===== src/rtl/core/wmm_pkg.sv =====
`timescale 1ns / 1ps

package wmm_pkg;

  localparam int DEPTH          = 32;
  localparam int SAMPLE_W       = 12;
  localparam int PTR_W          = $clog2(DEPTH);
  localparam int FILL_W         = $clog2(DEPTH + 1);
  localparam int SUM_W          = SAMPLE_W + PTR_W;
  localparam int DIVCNT_W       = $clog2(SUM_W);
  localparam int DEFAULT_WINDOW = 8;
  localparam int DEFAULT_EFF    = (DEFAULT_WINDOW > DEPTH) ? DEPTH : DEFAULT_WINDOW;

  typedef logic [SAMPLE_W-1:0] sample_t;
  typedef logic [FILL_W-1:0]   fill_t;

  typedef enum logic [1:0] {
    ST_IDLE,
    ST_SCAN,
    ST_DIV,
    ST_DONE
  } st_t;

endpackage


===== src/rtl/core/wmm_intf.sv =====
`timescale 1ns / 1ps

interface wmm_in_if import wmm_pkg::*; ();
  logic    valid;
  logic    ready;
  sample_t sample;

  modport source (output valid, output sample, input ready);
  modport sink   (input valid, input sample, output ready);
endinterface

interface wmm_out_if import wmm_pkg::*; ();
  logic    valid;
  logic    ready;
  sample_t window_min;
  sample_t window_max;
  sample_t window_mean;
  sample_t all_time_min;
  sample_t all_time_max;
  fill_t   fill_count;

  modport source (output valid, output window_min, output window_max, output window_mean,
                  output all_time_min, output all_time_max, output fill_count,
                  input ready);
  modport sink   (input valid, input window_min, input window_max, input window_mean,
                  input all_time_min, input all_time_max, input fill_count,
                  output ready);
endinterface


===== src/rtl/core/window_min_max_avg_tracker.sv =====
`timescale 1ns / 1ps

// Sliding-window statistics of 12-bit converter samples. Each word taken on
// feed is written into a 32-entry circular history whose active length is the
// window register (0 selects 8, values above 32 saturate to 32); writing the
// register restarts the fill count and write pointer but keeps the history
// and the all-time extremes. For every sample one word leaves on stats with
// the minimum, maximum and truncated mean of the filled entries, the running
// all-time minimum and maximum, and the fill count. The block handles one
// sample at a time: after an acceptance it runs a serial scan of the history
// memory through its single registered read port and a one-bit-per-cycle
// restoring divider for the mean, then loads the output register once it is
// free and returns to idle with feed ready. A finished word waits in the
// output register, so a new sample is taken while stats is stalled.

module window_min_max_avg_tracker import wmm_pkg::*; (
  input  logic              clk,
  input  logic              rst,
  input  logic              cfg_we,
  input  logic [FILL_W-1:0] cfg_wdata,
  wmm_in_if.sink            feed,
  wmm_out_if.source         stats
);

  // History memory, written on acceptance and read back during the scan
  sample_t mem [DEPTH];
  sample_t rd_data;

  st_t state, state_next;

  fill_t             window;
  fill_t             eff_win;
  logic [PTR_W-1:0]  wp;
  fill_t             fill;
  fill_t             rd_idx;
  logic              rd_pend;

  sample_t           lo_acc;
  sample_t           hi_acc;
  logic [SUM_W-1:0]  sum_acc;
  sample_t           lowest;
  sample_t           highest;

  // Divider: remainder on top, dividend shifting out / quotient shifting in
  logic [FILL_W:0]    rem;
  logic [SUM_W-1:0]   quo;
  logic [DIVCNT_W-1:0] div_cnt;
  logic [FILL_W:0]    trial;
  logic               take;

  logic              accept;
  logic              issue;
  logic              out_load;
  logic [FILL_W-1:0] wp_inc;
  logic [PTR_W-1:0]  wr_addr;

  logic    out_valid;
  sample_t out_min;
  sample_t out_max;
  sample_t out_mean;
  sample_t out_amin;
  sample_t out_amax;
  fill_t   out_fill;

  // Effective window: zero selects the default, oversize saturates to depth
  always_comb begin
    if (window == '0) begin
      eff_win = FILL_W'(DEFAULT_EFF);
    end else if (window > FILL_W'(DEPTH)) begin
      eff_win = FILL_W'(DEPTH);
    end else begin
      eff_win = window;
    end
  end

  assign wr_addr = ({1'b0, wp} >= eff_win) ? '0 : wp;
  assign wp_inc  = {1'b0, wr_addr} + FILL_W'(1);
  assign accept  = feed.valid && feed.ready;

  // One restoring-division step
  assign trial = {rem[FILL_W-1:0], quo[SUM_W-1]};
  assign take  = (trial >= {1'b0, fill});

  // Sequencer
  always_comb begin
    state_next = state;
    issue      = 1'b0;
    out_load   = 1'b0;
    case (state)
      ST_IDLE: begin
        if (feed.valid) begin
          state_next = ST_SCAN;
        end
      end
      ST_SCAN: begin
        issue = (rd_idx != fill);
        // leave once the last read has been folded in
        if (!issue && !rd_pend) begin
          state_next = ST_DIV;
        end
      end
      ST_DIV: begin
        if (div_cnt == DIVCNT_W'(SUM_W - 1)) begin
          state_next = ST_DONE;
        end
      end
      ST_DONE: begin
        // hold until the output register is free
        if (!out_valid || stats.ready) begin
          out_load   = 1'b1;
          state_next = ST_IDLE;
        end
      end
      default: begin
        state_next = ST_IDLE;
      end
    endcase
  end

  always_ff @(posedge clk) begin
    if (rst) begin
      state <= ST_IDLE;
    end else begin
      state <= state_next;
    end
  end

  // Window register, write pointer and fill count
  always_ff @(posedge clk) begin
    if (rst) begin
      window <= FILL_W'(DEFAULT_WINDOW);
      wp     <= '0;
      fill   <= '0;
    end else if (cfg_we) begin
      window <= cfg_wdata;
      wp     <= '0;
      fill   <= '0;
    end else if (accept) begin
      wp <= (wp_inc >= eff_win) ? '0 : wp_inc[PTR_W-1:0];
      if (fill < eff_win) begin
        fill <= fill + FILL_W'(1);
      end
    end
  end

  // Memory write and registered read
  always_ff @(posedge clk) begin
    if (accept) begin
      mem[wr_addr] <= feed.sample;
    end
  end

  always_ff @(posedge clk) begin
    if (issue) begin
      rd_data <= mem[rd_idx[PTR_W-1:0]];
    end
  end

  // Scan address and read-pending flag
  always_ff @(posedge clk) begin
    if (rst) begin
      rd_idx  <= '0;
      rd_pend <= 1'b0;
    end else begin
      rd_pend <= issue;
      if (accept) begin
        rd_idx <= '0;
      end else if (issue) begin
        rd_idx <= rd_idx + FILL_W'(1);
      end
    end
  end

  // Min, max and sum accumulation
  always_ff @(posedge clk) begin
    if (accept) begin
      lo_acc  <= '1;
      hi_acc  <= '0;
      sum_acc <= '0;
    end else if (rd_pend) begin
      if (rd_data < lo_acc) begin
        lo_acc <= rd_data;
      end
      if (rd_data > hi_acc) begin
        hi_acc <= rd_data;
      end
      sum_acc <= sum_acc + {{PTR_W{1'b0}}, rd_data};
    end
  end

  // All-time extremes, folded in as the scan completes
  always_ff @(posedge clk) begin
    if (rst) begin
      lowest  <= '1;
      highest <= '0;
    end else if (state == ST_SCAN && state_next == ST_DIV) begin
      if (lo_acc < lowest) begin
        lowest <= lo_acc;
      end
      if (hi_acc > highest) begin
        highest <= hi_acc;
      end
    end
  end

  // Serial divider for the mean
  always_ff @(posedge clk) begin
    if (state == ST_SCAN && state_next == ST_DIV) begin
      rem     <= '0;
      quo     <= sum_acc;
      div_cnt <= '0;
    end else if (state == ST_DIV) begin
      rem     <= take ? (trial - {1'b0, fill}) : trial;
      quo     <= {quo[SUM_W-2:0], take};
      div_cnt <= div_cnt + DIVCNT_W'(1);
    end
  end

  // Output register
  always_ff @(posedge clk) begin
    if (rst) begin
      out_valid <= 1'b0;
    end else if (out_load) begin
      out_valid <= 1'b1;
    end else if (stats.ready) begin
      out_valid <= 1'b0;
    end
  end

  always_ff @(posedge clk) begin
    if (out_load) begin
      out_min  <= lo_acc;
      out_max  <= hi_acc;
      out_mean <= quo[SAMPLE_W-1:0];
      out_amin <= lowest;
      out_amax <= highest;
      out_fill <= fill;
    end
  end

  assign feed.ready         = (state == ST_IDLE);
  assign stats.valid        = out_valid;
  assign stats.window_min   = out_min;
  assign stats.window_max   = out_max;
  assign stats.window_mean  = out_mean;
  assign stats.all_time_min = out_amin;
  assign stats.all_time_max = out_amax;
  assign stats.fill_count   = out_fill;

  // Fill count and write pointer stay inside the active window
  a_fill_in_window: assert property (@(posedge clk) disable iff (rst)
    (fill <= eff_win) && ({1'b0, wp} < eff_win))
    else $error("fill count or write pointer outside window");

  // A result always covers at least one entry
  a_fill_nonzero: assert property (@(posedge clk) disable iff (rst)
    out_load |-> (fill != '0))
    else $error("result with empty window");

  // Mean lies between window minimum and maximum
  a_mean_bounds: assert property (@(posedge clk) disable iff (rst)
    out_valid |-> (out_min <= out_mean) && (out_mean <= out_max))
    else $error("window mean outside min/max");

  // All-time extremes enclose the window extremes
  a_all_time: assert property (@(posedge clk) disable iff (rst)
    out_valid |-> (out_amin <= out_min) && (out_amax >= out_max))
    else $error("all-time extremes do not enclose window");

endmodule

===== src/flat_wrapper.sv =====
// flat-port wrapper written by rule: the top's interface ports become plain ports
module window_min_max_avg_tracker_flat import wmm_pkg::*;
  (clk, rst, cfg_we, cfg_wdata, feed_valid, feed_sample, feed_ready, stats_valid, stats_window_min, stats_window_max, stats_window_mean, stats_all_time_min, stats_all_time_max, stats_fill_count, stats_ready);
  wmm_in_if feed_i ();
  wmm_out_if stats_i ();
  input  logic clk;
  input  logic rst;
  input  logic cfg_we;
  input  logic [FILL_W-1:0] cfg_wdata;
  input wire logic [$bits(feed_i.valid)-1:0] feed_valid;
  input wire logic [$bits(feed_i.sample)-1:0] feed_sample;
  output wire logic [$bits(feed_i.ready)-1:0] feed_ready;
  output wire logic [$bits(stats_i.valid)-1:0] stats_valid;
  output wire logic [$bits(stats_i.window_min)-1:0] stats_window_min;
  output wire logic [$bits(stats_i.window_max)-1:0] stats_window_max;
  output wire logic [$bits(stats_i.window_mean)-1:0] stats_window_mean;
  output wire logic [$bits(stats_i.all_time_min)-1:0] stats_all_time_min;
  output wire logic [$bits(stats_i.all_time_max)-1:0] stats_all_time_max;
  output wire logic [$bits(stats_i.fill_count)-1:0] stats_fill_count;
  input wire logic [$bits(stats_i.ready)-1:0] stats_ready;
  assign feed_i.valid = feed_valid;
  assign feed_i.sample = feed_sample;
  assign feed_ready = feed_i.ready;
  assign stats_valid = stats_i.valid;
  assign stats_window_min = stats_i.window_min;
  assign stats_window_max = stats_i.window_max;
  assign stats_window_mean = stats_i.window_mean;
  assign stats_all_time_min = stats_i.all_time_min;
  assign stats_all_time_max = stats_i.all_time_max;
  assign stats_fill_count = stats_i.fill_count;
  assign stats_i.ready = stats_ready;
  window_min_max_avg_tracker u_core (.clk(clk), .rst(rst), .cfg_we(cfg_we), .cfg_wdata(cfg_wdata), .feed(feed_i), .stats(stats_i));
endmodule

===== config.mk =====
export PLATFORM = sky130hd
export DESIGN_NAME = window_min_max_avg_tracker_flat
export DESIGN_NICKNAME = d
export VERILOG_FILES = /design/src/rtl/core/wmm_pkg.sv /design/src/rtl/core/wmm_intf.sv /design/src/rtl/core/window_min_max_avg_tracker.sv /design/src/flat_wrapper.sv
export SDC_FILE = /design/constraint.sdc
export NUM_CORES = 1
export LEC_CHECK = 0
export ABC_AREA = 1
export ABC_CLOCK_PERIOD_IN_PS = 7100
export BUFFER_PORTS_ARGS = -buffer_cell sky130_fd_sc_hd__buf_2
export CAP_MARGIN = 10
export CORE_MARGIN = 5
export CORE_UTILIZATION = 57
export DETAILED_ROUTE_END_ITERATION = 16
export HOLD_SLACK_MARGIN = 0.12
export PLACE_DENSITY = 0.72
export SETUP_SLACK_MARGIN = 0.4
export SYNTH_ARGS = -nofsm -noshare
export SYNTH_HDL_FRONTEND = slang
export SYNTH_SLANG_ARGS = --single-unit

===== constraint.sdc =====
create_clock -name clk -period 7.1 [get_ports clk]
set_clock_uncertainty 0.2 [all_clocks]
set_input_delay 1.775 -clock clk [delete_from_list [all_inputs] [get_ports clk]]
set_output_delay 1.775 -clock clk [all_outputs]
set_load 0.02 [all_outputs]

-- Yosys cells after proc, flatten, opt, wreduce, memory -nomap -nowiden
Memory sizes are Yosys's and may differ from the RTL's. A register that Yosys moved wholly into a read port is not among the register bits.
Index checks and enable logic that the tools add are counted.
- memories kept: 1
- bits in writable memories: 384
- logic and storage cells: 80
- flip-flop bits (word level): 186
- output and inout port bits: 68
- input bits: 23
- memory list (name ; words ; bits a word ; rd ports ; clocked after memory_dff ; write ports ; RTL line ; RTL):
    u_core.mem ; 32 ; 12 ; 1 ; 1 ; 1 ; window_min_max_avg_tracker.sv:26 ; sample_t mem [DEPTH];
- reductions and logical operators: 18
- add/sub/neg operators: 6
- eq/ne operators: 6
- muxes and demuxes: 19
- magnitude comparators: 9
- operator list (kind ; number):
    two-way mux 17 bit ; 2
    greater-than comparator 12 bit ; 2
    < comparator 12 bit ; 2
    two-way mux 6 bit ; 3
    adder 17 x 12 -> 17 bit ; 1
    adder 6 x 1 -> 6 bit, second input constant ; 2
    two-way mux 5 bit ; 2
    AND reduction 2 bit ; 5
    two-way mux 2 bit ; 4
    one-hot mux 2 bit (4 select lines) ; 1
    >= comparator 7 x 6 -> 1 bit ; 1
    two-way mux 1 bit ; 7
    adder 5 x 1 -> 6 bit, second input constant ; 1
    == test 2 bit, second input constant ; 3
    >= comparator 5 x 6 -> 1 bit ; 1
    >= comparator 6 bit ; 1
    greater-than comparator 6 bit, second input constant ; 1
    logical NOT 6 bit ; 1
    < comparator 6 bit ; 1
    != test 6 bit ; 1
    subtractor 6 bit ; 1
    adder 5 x 1 -> 5 bit, second input constant ; 1
    == test 5 bit, second input constant ; 1
    nonzero test 2 bit ; 2
    6 further kinds ; 11

-- Logic depth before layout (Yosys ltp)
- word-level depth: 8
- depth in mapped cells: 23
- mapped depth without buffers: 23

-- Least setup slack after synthesis
Ideal clock, no wire load.
- path type: in2reg
- start: input stats_ready
- end: register u_core.out_amax[0] (netlist: u_core.stats.all_time_max[0]) (enable)
- path buffers: 0
- arrival time: 4.633 ns
- setup time: 0.493 ns
- required time: 6.407 ns
- cell stages on the path: 2
- slack: 1.774 ns
- cells stage by stage: nor2_1 -> nor2_1
- cells in the longest elaborated chain, start to end: 3
- RTL lines (item ; RTL line ; RTL):
    from (decl) ; flat_wrapper.sv:20 ; input wire logic [$bits(stats_i.ready)-1:0] stats_ready;
    logical OR 1 bit ; window_min_max_avg_tracker.sv:109 ; if (!out_valid || stats.ready) begin
    two-way mux 1 bit ; window_min_max_avg_tracker.sv:109 ;
    two-way mux 1 bit ; window_min_max_avg_tracker.sv:89 ; case (state)
    net u_core.out_load ; window_min_max_avg_tracker.sv:53 ; logic out_load;
    to (signal assigned) ; window_min_max_avg_tracker.sv:236 ; out_amax <= highest;
    to (decl) ; window_min_max_avg_tracker.sv:62 ; sample_t out_amax;
The timed path passes the listed nets, and every way through them passes these cells.
A chain may end at the register's enable or synchronous reset.

-- Worst setup path in the final report
- start: input feed_valid
- end: memory u_core.mem[8][8] in the netlist's numbering (enable)
- cells in the longest elaborated chain, start to end: 3
- RTL lines (item ; RTL line ; RTL):
    from (decl) ; flat_wrapper.sv:10 ; input wire logic [$bits(feed_i.valid)-1:0] feed_valid;
    logical AND 1 bit ; window_min_max_avg_tracker.sv:78 ; assign accept = feed.valid && feed.ready;
    two-way mux 1 bit ; window_min_max_avg_tracker.sv:148 ; if (accept) begin
    two-way mux 1 bit (implied by the code) ; window_min_max_avg_tracker.sv:149 ; mem[wr_addr] <= feed.sample;
    to (decl) ; window_min_max_avg_tracker.sv:26 ;
Every way passes these cells.

==> metrics <==
Total Routing Usage GR=about a quarter; area added between synthesis and finish=11.0%; largest net degree at the start of global routing=116; vias in the first global route=16,900; CTS Root Cell=clkbuf_16; Starting Density=slightly below 60%; Tightest Pin Transition=between 1 and 1.5 ns; Avg Vias per Cell=5.84; MaxCap Viol Count=0; Initial DRT Pass Iterations=6; worst setup margin=2.97 ns; syn nets=2,397; cts bufs inserted=56; CTS clk-pin slew, worst paths=0.06 ns; Total Nets Final=2,453; sequential-to-total area share from yosys stat=66.1%; crit path max fanout=43; WHS=about 0.24 ns; HPWL Detailed=39.2 mm; leading area contributor after synthesis=edfxtp_1; Fill cells=roughly 3,400; worst setup path start=feed_valid; First DRT Iteration DRCs=1,685; Peak Freq=242 MHz; endpoints failing hold=0; H-Tree Depth=2; mean post-synth cell area=10.9 um^2; share of layout cells above drive strength 1=8.38%; global route total overflow=0; die area=0.0479 mm^2; CP required=between 7 and 8 ns; Die X=219 um; hold crit path type=reg -> reg; Pwr per Cell Area=around 270 mW/mm^2; fin crit period=just over 4 ns; first-pass GRT wire length=94.8 mm; RSZ-0062 raised after global routing=false; Area contributors post-synth=edfxtp_1, dfxtp_1, o21ai_0; Post-CTS Setup Bufs=0; cell area after synthesis=0.0249 mm^2; # DRC=0; wirelength, routed=roughly 61 mm; Max Buffers Root-to-Sink=3; Slew headroom=a little under a quarter; Setup crit start kind=input pin; antenna-violating nets left=0; I/O pin cnt=between 90 and 100; worst r2r src=u_core.rd_idx[1]; port bufs=90; antenna cells=0; Syn Inst Count=2,284; status=finished clean; Setup crit end kind=flop; Post-CTS Hold Buffers=0; share of the synthesized area in the top cell type=57.9%; Setup TNS Final=0 ns; Ys Warns=0; Post-CTS Resized=0; worst skew pair latency=0.62 ns; CTS tree=done; Die Y=219 um; number of library cell types mapped by synthesis=38; core area=~0.043 mm^2; routability congestion estimate from global placement=0.929; Final Cycle Share=58.2%; leak pwr=roughly 11 nW; # clock sinks=between 500 and 600; DR WL/cell=approximately 21 um; reg-to-reg setup timing slack=3.14 ns; hold wc startpoint=u_core.highest[11]; dpl ws=2.37 ns; Setup-failing EPs final=0; via count=17,300; initial antenna violation count=0; CP arrival=4.16 ns; Seq cells post-synth=582; VDD IR max=between 0.2 and 0.25 mV; row count=76; Crit Path Category=in -> reg; Slew Viols, Final=0
-- sequential cells by signal, indices dropped and copies added, names as in the netlist, 2 cells and up --
name and count:
u_core.fill 6, u_core.stats.window_max 12, u_core.quo 17, u_core.mem 384, u_core.lo_acc 12, u_core.highest 12, u_core.stats.window_mean 12, u_core.rd_data 12
u_core.rd_idx 6, u_core.div_cnt 5, u_core.lowest 12, u_core.stats.window_min 12, u_core.wp 5, u_core.stats.all_time_min 12, u_core.hi_acc 12, u_core.window 6
u_core.stats.fill_count 6, u_core.sum_acc 17, u_core.stats.all_time_max 12, u_core.rem 6, u_core.state 2
-- cell usage after synthesis --
cell        n
buf_2      19
fa_1        2
o21a_1      6
o211ai_1   53
buf_4       2
a21o_1      3
nand4_1    34
edfxtp_1  479
nand2_1   316
inv_1     183
dfxtp_1   103
a21boi_1    1
nor3_4      1
nor4_1      2
nor2_2      1
nand3_2     1
clkbuf_1   70
a21boi_0    2
a21oi_1    93
and2_1      1
nor3b_1     1
nor2_1    354
buf_1      12
a21oi_2     1
xor2_1     13
nand3b_1    2
xnor2_1     5
inv_2       4
nor3_1      6
ha_1       88
a31oi_1     3
o21ai_1    12
and3_1      1
nand2_2     1
o22ai_1    49
or2_2       3
nand3_1    91
o21ai_0   266
-- per-layer routing --
| metal | track usage (%) | wire, um |
|---|---|---|
| met5 | 0 | 0 |
| met4 | 8.67 | 2080 |
| met3 | 3.59 | 4810 |
| met2 | 43.1 | 29600 |
| met1 | 34.6 | 24900 |
-- logic make-up after synthesis --
kind of cell | count (synthesis) | share of synthesized area, %
AO/OA/AOI/OAI | 489 | 10.8
adder cells (fa/ha/maj) | 90 | 4.59
XOR/XNOR | 18 | 0.634
AND/OR/NAND/NOR | 815 | 13.3
flip-flops | 582 | 66.2
buffers and inverters | 290 | 4.50
-- worst max-delay path: stages --
cell and delay (ns):
buf_2 0.07, nand2_1 0.06, buf_4 0.28, inv_1 0.41, nand2_1 0.59, nor2_1 0.95
-- area by class of cell --
class	count	area (um^2)	share of cell area (%)
inverter	187	704	2.55
clock inverter	36	428	1.55
sequential	582	16500	59.6
multi-input combinational	1412	7300	26.5
tap	585	732	2.65
clock buffer	68	1450	5.24
timing repair buffer	101	533	1.93
-- power by group --
part / switching [mW] / internal, mW / total (mW)
registers: 0.0612 / 3.78 / 3.84
logic: 0.417 / 0.187 / 0.604
clock network: 1.26 / 1.78 / 3.04
-- final timing paths --
check | end | cells past startpoint
hold / removal | u_core.stats.all_time_max[11] | 0
setup reg to reg | u_core.rem[0] | 11
hold reg to reg | u_core.stats.all_time_max[11] | 0
setup / recovery | u_core.mem[8][8] | 6
-- cell usage in the layout, fill, tap and decap left out, drive strengths merged --
cell	instances
edfxtp	479
nor2	355
nand2	317
o21ai	278
inv	189
dfxtp	103
buf	101
a21oi	94
nand3	92
ha	88
clkbuf	68
o211ai	53
o22ai	49
nand4	34
clkinv	21
xor2	13
bufinv	9
nor3	7
o21a	6
xnor2	5
clkinvlp	4
or2	3
a31oi	3
a21o	3
a21boi	3
nor4	2
nand3b	2
fa	2
and2	1
nor3b	1
and3	1
-- stage by stage --
step           util (%)  total power [mW]  std cells  area (um^2)
6_report           64.1              7.48       2971        27600
3_3_place_gp       59.7              4.48       2867        25700
5_1_grt            64.1              7.77       2971        27600
4_1_cts            64.1              7.51       2971        27600
2_1_floorplan         -              4.30       2284        24900
3_5_place_dp       59.7              4.51       2867        25700
Power figures use the tool's default switching activity.
